**src/pts_pkg.sv**
```systemverilog
`timescale 1ns / 1ps
package pts_pkg;

  typedef enum logic [1:0] {
    FN_WRITE  = 2'd0,
    FN_READ   = 2'd1,
    FN_SHRINK = 2'd2,
    FN_TRIM   = 2'd3
  } func_t;

  localparam logic [1:0] TRIT_UNKNOWN = 2'd0;
  localparam logic [1:0] TRIT_FALSE   = 2'd1;
  localparam logic [1:0] TRIT_TRUE    = 2'd2;
  localparam logic [1:0] TRIT_BAD     = 2'd3;

  localparam int TRITS_PER_WORD = 16;

  typedef enum logic [3:0] {
    ST_CLEAR,
    ST_IDLE,
    ST_MOD,
    ST_SWP_RD,
    ST_SWP_WR,
    ST_TRES,
    ST_SCN_RD,
    ST_SCN_CHK,
    ST_LEN_RD,
    ST_LEN
  } state_t;

  function automatic logic [1:0] trit_at(input logic [31:0] word, input logic [3:0] k);
    return word[{~k, 1'b0} +: 2];
  endfunction

  function automatic logic [31:0] trit_put(input logic [31:0] word, input logic [3:0] k,
                                           input logic [1:0] v);
    logic [31:0] w;
    w = word;
    w[{~k, 1'b0} +: 2] = v;
    return w;
  endfunction

  function automatic logic [31:0] trit_keep(input logic [31:0] word, input logic [3:0] k);
    logic [31:0] w;
    w = word;
    for (int i = 0; i < TRITS_PER_WORD; i++) begin
      if (4'(i) > k) w[{~4'(i), 1'b0} +: 2] = TRIT_UNKNOWN;
    end
    return w;
  endfunction

  function automatic logic [4:0] trit_count(input logic [31:0] word, input logic [1:0] code);
    logic [4:0] n;
    n = 5'd0;
    for (int i = 0; i < TRITS_PER_WORD; i++) begin
      if (word[{~4'(i), 1'b0} +: 2] == code) n = n + 5'd1;
    end
    return n;
  endfunction

  function automatic logic [4:0] trit_last(input logic [31:0] word);
    logic [4:0] j;
    j = 5'd0;
    for (int i = 0; i < TRITS_PER_WORD; i++) begin
      if (word[{~4'(i), 1'b0} +: 2] != TRIT_UNKNOWN) j = 5'(i + 1);
    end
    return j;
  endfunction

endpackage

```
**src/packed_trit_store.sv**
```systemverilog
`timescale 1ns / 1ps
// Packed trit store: trits live sixteen to a word in one single-port-per-side
// synchronous RAM of MAX_WORDS words. Write, read and shrink all run word
// read, read-modify-write, read of the last non-zero word for the length, and
// result. A trim within the allocation adds a step, plus a read and a clearing
// write per word above the trimmed word up to the last non-zero word, and any
// operation that empties the last non-zero word adds a read and a check per
// word searched downward for the new one. After reset and every initial_trits
// write, a clearing pass zeroes all MAX_WORDS words while no request is taken.
module packed_trit_store import pts_pkg::*; #(
  parameter int MAX_WORDS = 64
) (
  input  logic        clk,
  input  logic        rst,
  input  logic        cfg_valid,
  output logic        cfg_ready,
  input  logic [10:0] cfg_data,
  input  logic        in_valid,
  output logic        in_ready,
  input  logic [1:0]  func,
  input  logic [9:0]  index,
  input  logic [1:0]  value,
  output logic        out_valid,
  input  logic        out_ready,
  output logic [1:0]  read_value,
  output logic [10:0] size_trits,
  output logic [10:0] num_true,
  output logic [10:0] num_false,
  output logic [10:0] num_unknown,
  output logic [10:0] length,
  output logic        error
);

  localparam int AW = (MAX_WORDS > 1) ? $clog2(MAX_WORDS) : 1;
  localparam int CW = $clog2(MAX_WORDS + 1);

  function automatic logic [CW-1:0] words_for(input logic [10:0] t);
    logic [7:0] n;
    n = (t == 11'd0) ? 8'd1 : 8'((12'(t) + 12'd15) >> 4);
    if (32'(n) > MAX_WORDS) return CW'(MAX_WORDS);
    return CW'(n);
  endfunction

  logic [31:0] mem [MAX_WORDS];
  logic [31:0] rdata;
  logic        rd_en, wr_en;
  logic [AW-1:0] raddr, waddr;
  logic [31:0] wdata;

  state_t state, state_next;
  logic [10:0] init_trits, init_trits_next;
  logic [CW-1:0] alloc, alloc_next;
  logic [10:0] tot_t, tot_t_next, tot_f, tot_f_next;
  logic [AW-1:0] lw, lw_next, cur, cur_next;
  logic lw_ok, lw_ok_next;
  func_t op, op_next;
  logic [9:0] ridx, ridx_next;
  logic [1:0] rval, rval_next;
  logic [31:0] wnew, wnew_next;
  logic err, err_next, trim_nz, trim_nz_next;
  logic out_load;

  logic [5:0] rw;
  logic [3:0] rk;
  logic [AW-1:0] wa;
  logic in_max, beyond, trim_ok, do_wr;
  logic [31:0] wn;

  assign rw = ridx[9:4];
  assign rk = ridx[3:0];
  assign wa = AW'(rw);
  assign in_max = 32'(rw) < MAX_WORDS;
  assign beyond = 32'(rw) >= 32'(alloc);
  assign trim_ok = (32'(ridx) + 32'd1) <= (32'(alloc) << 4);

  always_comb begin
    wn = rdata;
    do_wr = 1'b0;
    case (op)
      FN_WRITE: begin
        wn = trit_put(rdata, rk, rval);
        do_wr = in_max && !(beyond && rval == TRIT_UNKNOWN);
      end
      FN_TRIM: begin
        wn = trit_keep(rdata, rk);
        do_wr = trim_ok;
      end
      default: begin
        wn = rdata;
        do_wr = 1'b0;
      end
    endcase
  end

  assign out_load = !out_valid || out_ready;

  always_ff @(posedge clk) begin
    if (wr_en) mem[waddr] <= wdata;
    if (rd_en) rdata <= mem[raddr];
  end

  // outputs of the sequencer
  always_comb begin
    in_ready  = (state == ST_IDLE) && !cfg_valid;
    cfg_ready = (state == ST_IDLE) || (state == ST_CLEAR);
    rd_en = 1'b0;
    raddr = cur;
    wr_en = 1'b0;
    waddr = cur;
    wdata = 32'd0;
    case (state)
      ST_CLEAR: wr_en = 1'b1;
      ST_IDLE: begin
        rd_en = in_valid && in_ready;
        raddr = AW'(index[9:4]);
      end
      ST_MOD: begin
        wr_en = do_wr;
        waddr = wa;
        wdata = wn;
      end
      ST_SWP_RD, ST_SCN_RD: rd_en = 1'b1;
      ST_SWP_WR: wr_en = 1'b1;
      ST_LEN_RD: begin
        rd_en = 1'b1;
        raddr = lw;
      end
      default: rd_en = 1'b0;
    endcase
  end

  // next state
  always_comb begin
    state_next = state;
    init_trits_next = init_trits;
    alloc_next = alloc;
    tot_t_next = tot_t;
    tot_f_next = tot_f;
    lw_next = lw;
    lw_ok_next = lw_ok;
    cur_next = cur;
    op_next = op;
    ridx_next = ridx;
    rval_next = rval;
    wnew_next = wnew;
    err_next = err;
    trim_nz_next = trim_nz;
    case (state)
      ST_CLEAR: begin
        cur_next = cur + AW'(1);
        if (32'(cur) == MAX_WORDS - 1) state_next = ST_IDLE;
      end
      ST_IDLE: begin
        if (in_valid && in_ready) begin
          op_next = func_t'(func);
          ridx_next = index;
          rval_next = (value == TRIT_BAD) ? TRIT_UNKNOWN : value;
          state_next = ST_MOD;
        end
      end
      ST_MOD: begin
        err_next = (op == FN_WRITE) && !in_max;
        wnew_next = do_wr ? wn : rdata;
        state_next = ST_LEN_RD;
        if (do_wr) begin
          tot_t_next = tot_t - 11'(trit_count(rdata, TRIT_TRUE))
                       + 11'(trit_count(wn, TRIT_TRUE));
          tot_f_next = tot_f - 11'(trit_count(rdata, TRIT_FALSE))
                       + 11'(trit_count(wn, TRIT_FALSE));
        end
        case (op)
          FN_WRITE: begin
            if (do_wr) begin
              if (beyond) alloc_next = CW'(32'(rw) + 32'd1);
              if (wn != 32'd0) begin
                if (!lw_ok || wa > lw) begin
                  lw_next = wa;
                  lw_ok_next = 1'b1;
                end
              end else if (lw_ok && wa == lw) begin
                if (wa == AW'(0)) lw_ok_next = 1'b0;
                else begin
                  cur_next = wa - AW'(1);
                  state_next = ST_SCN_RD;
                end
              end
            end
          end
          FN_SHRINK: alloc_next = lw_ok ? CW'(32'(lw) + 32'd1) : words_for(init_trits);
          FN_TRIM: begin
            if (do_wr) begin
              alloc_next = CW'(32'(rw) + 32'd1);
              trim_nz_next = wn != 32'd0;
              if (lw_ok && lw > wa) begin
                cur_next = wa + AW'(1);
                state_next = ST_SWP_RD;
              end else begin
                state_next = ST_TRES;
              end
            end
          end
          default: state_next = ST_LEN_RD;
        endcase
      end
      ST_SWP_RD: state_next = ST_SWP_WR;
      ST_SWP_WR: begin
        tot_t_next = tot_t - 11'(trit_count(rdata, TRIT_TRUE));
        tot_f_next = tot_f - 11'(trit_count(rdata, TRIT_FALSE));
        if (cur == lw) state_next = ST_TRES;
        else begin
          cur_next = cur + AW'(1);
          state_next = ST_SWP_RD;
        end
      end
      ST_TRES: begin
        state_next = ST_LEN_RD;
        if (trim_nz) begin
          lw_next = wa;
          lw_ok_next = 1'b1;
        end else if (lw_ok && lw >= wa) begin
          if (wa == AW'(0)) lw_ok_next = 1'b0;
          else begin
            cur_next = wa - AW'(1);
            state_next = ST_SCN_RD;
          end
        end
      end
      ST_SCN_RD: state_next = ST_SCN_CHK;
      ST_SCN_CHK: begin
        if (rdata != 32'd0) begin
          lw_next = cur;
          state_next = ST_LEN_RD;
        end else if (cur == AW'(0)) begin
          lw_ok_next = 1'b0;
          state_next = ST_LEN_RD;
        end else begin
          cur_next = cur - AW'(1);
          state_next = ST_SCN_RD;
        end
      end
      ST_LEN_RD: state_next = ST_LEN;
      ST_LEN: if (out_load) state_next = ST_IDLE;
      default: state_next = ST_IDLE;
    endcase
    if (cfg_valid && cfg_ready) begin
      init_trits_next = cfg_data;
      alloc_next = words_for(cfg_data);
      tot_t_next = 11'd0;
      tot_f_next = 11'd0;
      lw_ok_next = 1'b0;
      cur_next = AW'(0);
      state_next = ST_CLEAR;
    end
  end

  always_ff @(posedge clk) begin
    if (rst) begin
      state <= ST_CLEAR;
      init_trits <= 11'd16;
      alloc <= words_for(11'd16);
      tot_t <= 11'd0;
      tot_f <= 11'd0;
      lw_ok <= 1'b0;
      cur <= AW'(0);
    end else begin
      state <= state_next;
      init_trits <= init_trits_next;
      alloc <= alloc_next;
      tot_t <= tot_t_next;
      tot_f <= tot_f_next;
      lw_ok <= lw_ok_next;
      cur <= cur_next;
    end
  end

  always_ff @(posedge clk) begin
    lw <= lw_next;
    op <= op_next;
    ridx <= ridx_next;
    rval <= rval_next;
    wnew <= wnew_next;
    err <= err_next;
    trim_nz <= trim_nz_next;
  end

  // result register
  always_ff @(posedge clk) begin
    if (rst) begin
      out_valid <= 1'b0;
    end else if (state == ST_LEN && out_load) begin
      out_valid <= 1'b1;
    end else if (out_ready) begin
      out_valid <= 1'b0;
    end
  end

  always_ff @(posedge clk) begin
    if (state == ST_LEN && out_load) begin
      read_value <= (32'(rw) < 32'(alloc)) ? trit_at(wnew, rk) : TRIT_UNKNOWN;
      size_trits <= 11'(32'(alloc) << 4);
      num_true <= tot_t;
      num_false <= tot_f;
      num_unknown <= lw_ok ? 11'(((32'(lw) + 32'd1) << 4) - 32'(tot_t) - 32'(tot_f))
                           : 11'd0;
      length <= lw_ok ? 11'((32'(lw) << 4) + 32'(trit_last(rdata))) : 11'd0;
      error <= err;
    end
  end

endmodule

```
**config.mk**
```make
export PLATFORM = sky130hd
export DESIGN_NAME = packed_trit_store
export DESIGN_NICKNAME = d
export VERILOG_FILES = /design/src/pts_pkg.sv /design/src/packed_trit_store.sv
export SDC_FILE = /design/constraint.sdc
export NUM_CORES = 2
export LEC_CHECK = 0
export BUFFER_PORTS_ARGS = -buffer_cell sky130_fd_sc_hd__buf_2
export CAP_MARGIN = 30
export CORE_UTILIZATION = 40
export CTS_BUF_LIST = sky130_fd_sc_hd__clkbuf_4
export CTS_CLUSTER_SIZE = 16
export DETAILED_ROUTE_END_ITERATION = 10
export PLACE_DENSITY = 0.55
export SLEW_MARGIN = 5
export SYNTH_ARGS = -nofsm -noshare
export SYNTH_HDL_FRONTEND = slang
export SYNTH_SLANG_ARGS = --single-unit
```
**constraint.sdc**
```tcl
create_clock -name clk -period 13.7 [get_ports clk]
set_input_delay 1.37 -clock clk [delete_from_list [all_inputs] [get_ports clk]]
set_output_delay 1.37 -clock clk [all_outputs]
set_load 0.05 [all_outputs]
```
==> key figures <==
Setup path
  • CP Max Fanout: 4
  • Startpoint types: flip-flop
  • Critical Path RT: 14.96 ns
  • Register-to-register setup slack: roughly 0.59 ns
  • Worst Path Arrival: 14.36 ns
  • Most used cell, CP: ha_1
  • Slowest-stage cell, CP: fa_1
  • Critical Path End Type: flip-flop
  • Crit Path Class: reg2reg
  • Worst path max stage delay: between 0.5 and 0.6 ns

Timing
  • Setup TNS: 0 ns
  • Fmax: 76.3 MHz
  • Crit share post-route: a little over nine tenths
  • Setup Skew: 0.153 ns
  • Slew @ Worst Pin: between 1 and 1.5 ns
  • Slew headroom: 22.2%
  • Fin. Hold Viols: 0
  • Slew Limit Fails: 0
  • Final min period: 13.11 ns
  • # setup viols final: 0
  • Worst setup margin: between 0.5 and 0.6 ns

Global route
  • Initial antenna violation count: 22
  • Vias in the first global route: roughly 70k
  • Grt peak-use layer: met2
  • All-Layer GR Usage: between 20% and 30%
  • Met3 Usage GRT: under 10%
  • First-pass GRT wire length: about 470,000 um
  • Largest net degree at the start of global routing: between 150 and 200
  • M1 GR Usage: ~34%
  • GR Util met2: 38.6%
  • Total gr overflow: 0

Logic synthesis
  • Seq cells post-synth: around 2.2k
  • Synthesized instance count: roughly 8.6k
  • Syn Area/Cell: about 12 um2
  • Synthesized area: between 100,000 and 150,000 um2
  • Post-synth EDFFs: roughly 2.2k
  • Largest cells by area after synthesis: edfxtp_1, nand2_1, a311oi_1
  • Synth top area share: between 60% and 70%
  • Syn. warnings: 0
  • Top_reg_cell synth: edfxtp_1
  • Synth cell types: approximately 120
  • Yosys top cell by area: edfxtp_1
  • Post-synth ARST share: 0%
  • Sequential fraction of the synthesis area: about two thirds

Final layout
  • Fillers: about 23k
  • Layout Nets: approximately 9.2k
  • Layout cell share with drive strength beyond 1: about 16%
  • P&R area growth vs syn: 12.9%
  • Post-route cell area: between 100,000 and 150,000 um2
  • Finished Layout Cells: ~13k

Clock tree
  • Clock buffer depth: 4
  • Inserted Clock Buffers: 612
  • CTS tree: built
  • CTS Sinks: roughly 2.2k
  • Clk slew on worst S/H paths: 0.07 ns
  • CTS H-tree lvls: 6
  • Worst skew pair latency: around 1.4 ns
  • Root Buffer: clkbuf_4

Route
  • DRT iter0 DRCs: ~7.4k
  • Drt first pass iters: 8
  • Routed WL per cell: roughly 25 um
  • Via count: 72.9k
  • DRC: 0
  • Routed Antenna Nets: 0
  • WL final: ~320,000 um
  • Mean number of vias per cell: roughly 5.7

Floorplanning
  • Die height: roughly 510 um
  • Initial Util: 40.3%
  • Die width: a little over 500 um
  • IO Count: 91
  • Core footprint: between 200,000 and 300,000 um2
  • Row count: around 180
  • Die Area: about 260,000 um2

Job
  • Max Cap Viol: 0

Placement
  • DP Area: around 110,000 um2
  • Port bufs: 85
  • Hpwl dp: approximately 180,000 um
  • Routability cong.: 0.905
  • Dpl ws: -0.00529 ns
  • Placed cells: ~12k

Min path
  • Worst hold-check path type: in2reg

Power and ir drop
  • PD cells: about 120 nW/um2
  • Leakage: between 0.04 and 0.05 uW
  • Peak VDD IR: around 0.065 mV

Run status
  • Status: complete, no violations
kinds of logic (layout without fill, tap and decap cells):
| logic type | after synthesis | after routing | synth area share, % |
|---|---|---|---|
| AND/OR/NAND/NOR | 3763 | 3763 | 16.2 |
| flip-flops | 2238 | 2238 | 65.6 |
| AO/OA/AOI/OAI | 1402 | 1402 | 9.82 |
| buffers and inverters | 739 | 1528 | 2.79 |
| XOR/XNOR | 257 | 257 | 2.63 |
| adder cells (fa/ha/maj) | 172 | 172 | 2.26 |
| multiplexers | 60 | 60 | 0.664 |
| other | 1 | 17 | 0.00369 |
timing repair:
action,in CTS,in global routing
setup endpoints to repair,0,11
buffers inserted,0,7
resized for setup,0,31
hold buffers,0,0
per-layer routing:
| metal | wire [um] | part of all wire, % |
|---|---|---|
| met5 | 63 | 0.019 |
| met4 | 12200 | 3.8 |
| met3 | 24700 | 7.6 |
| met2 | 148000 | 46 |
| met1 | 139000 | 43 |
layout make-up:
type	count	area (um2)	area share [%]
clock buffers	896	6730	5.86
clock inverters	99	583	0.508
well taps	3348	4190	3.65
inverters	170	643	0.561
diodes	12	30.0	0.0262
flip-flops and latches	2238	66700	58.1
multi-input cells	5659	33100	28.8
repair buffers	363	2770	2.42
report_power, final:
group | switching (uW) | internal [uW] | total [uW] | leakage [uW]
Clock | 2720 | 3090 | 5810 | 0.00442
Combinational | 322 | 109 | 432 | 0.0128
Sequential | 7.10 | 7420 | 7420 | 0.0237
critical path: cells and delay by family, from the launching register on:
kind            cells  cell delay, ns
mux                 5            0.71
flops               1            0.40
simple gates       13            2.78
fa+ha+maj          12            3.54
compound gates     23            4.03
buf+inv             7            0.68
xor+xnor            4            0.81
synthesized netlist by cell type, drive strengths merged (166+ instances only):
| library cell | number |
|---|---|
| a211oi | 180 |
| a21oi | 274 |
| a311oi | 347 |
| a31oi | 193 |
| and3 | 316 |
| clkbuf | 514 |
| edfxtp | 2186 |
| inv | 166 |
| nand2 | 2312 |
| nand3 | 492 |
| nor2 | 299 |
| xnor2 | 168 |
worst paths after layout:
check        startpoint             to  depth (start not counted)
max reg2reg     ridx[1]      tot_t[10]                         64
min            index[7]        ridx[7]                          1
max             ridx[1]      tot_t[10]                         64
min reg2reg    alloc[4]  size_trits[8]                          0
cell usage in the layout (no fill, tap or decap), types with 160 or more instances in the layout:
cell type	instances
clkbuf_4	896
inv_1	160
edfxtp_1	2186
a21oi_1	269
a31oi_1	193
nand2_1	2311
a311oi_1	346
nor2_1	201
buf_4	241
nand3_1	492
and3_1	316
a211oi_1	173
sequential cells by signal (all words and copies together) (netlist names), 2 cells and up:
register,cells
mem,2048
rdata,32
wnew,32
init_trits,11
length,11
num_false,11
num_true,11
num_unknown,11
tot_f,11
tot_t,11
ridx,10
alloc,7
size_trits,7
cur,6
lw,6
state,4
op,2
read_value,2
rval,2
metrics by stage:
stage	hold slack [ns]	util [%]	total power, uW
2_1_floorplan	0.408	-	7830
3_3_place_gp	0.423	42.5	7990
3_5_place_dp	0.420	42.5	8000
4_1_cts	0.00377	45.4	13800
5_1_grt	0.0290	45.5	14200
6_report	0.152	45.5	13700
(Power assumes the default switching activity.)
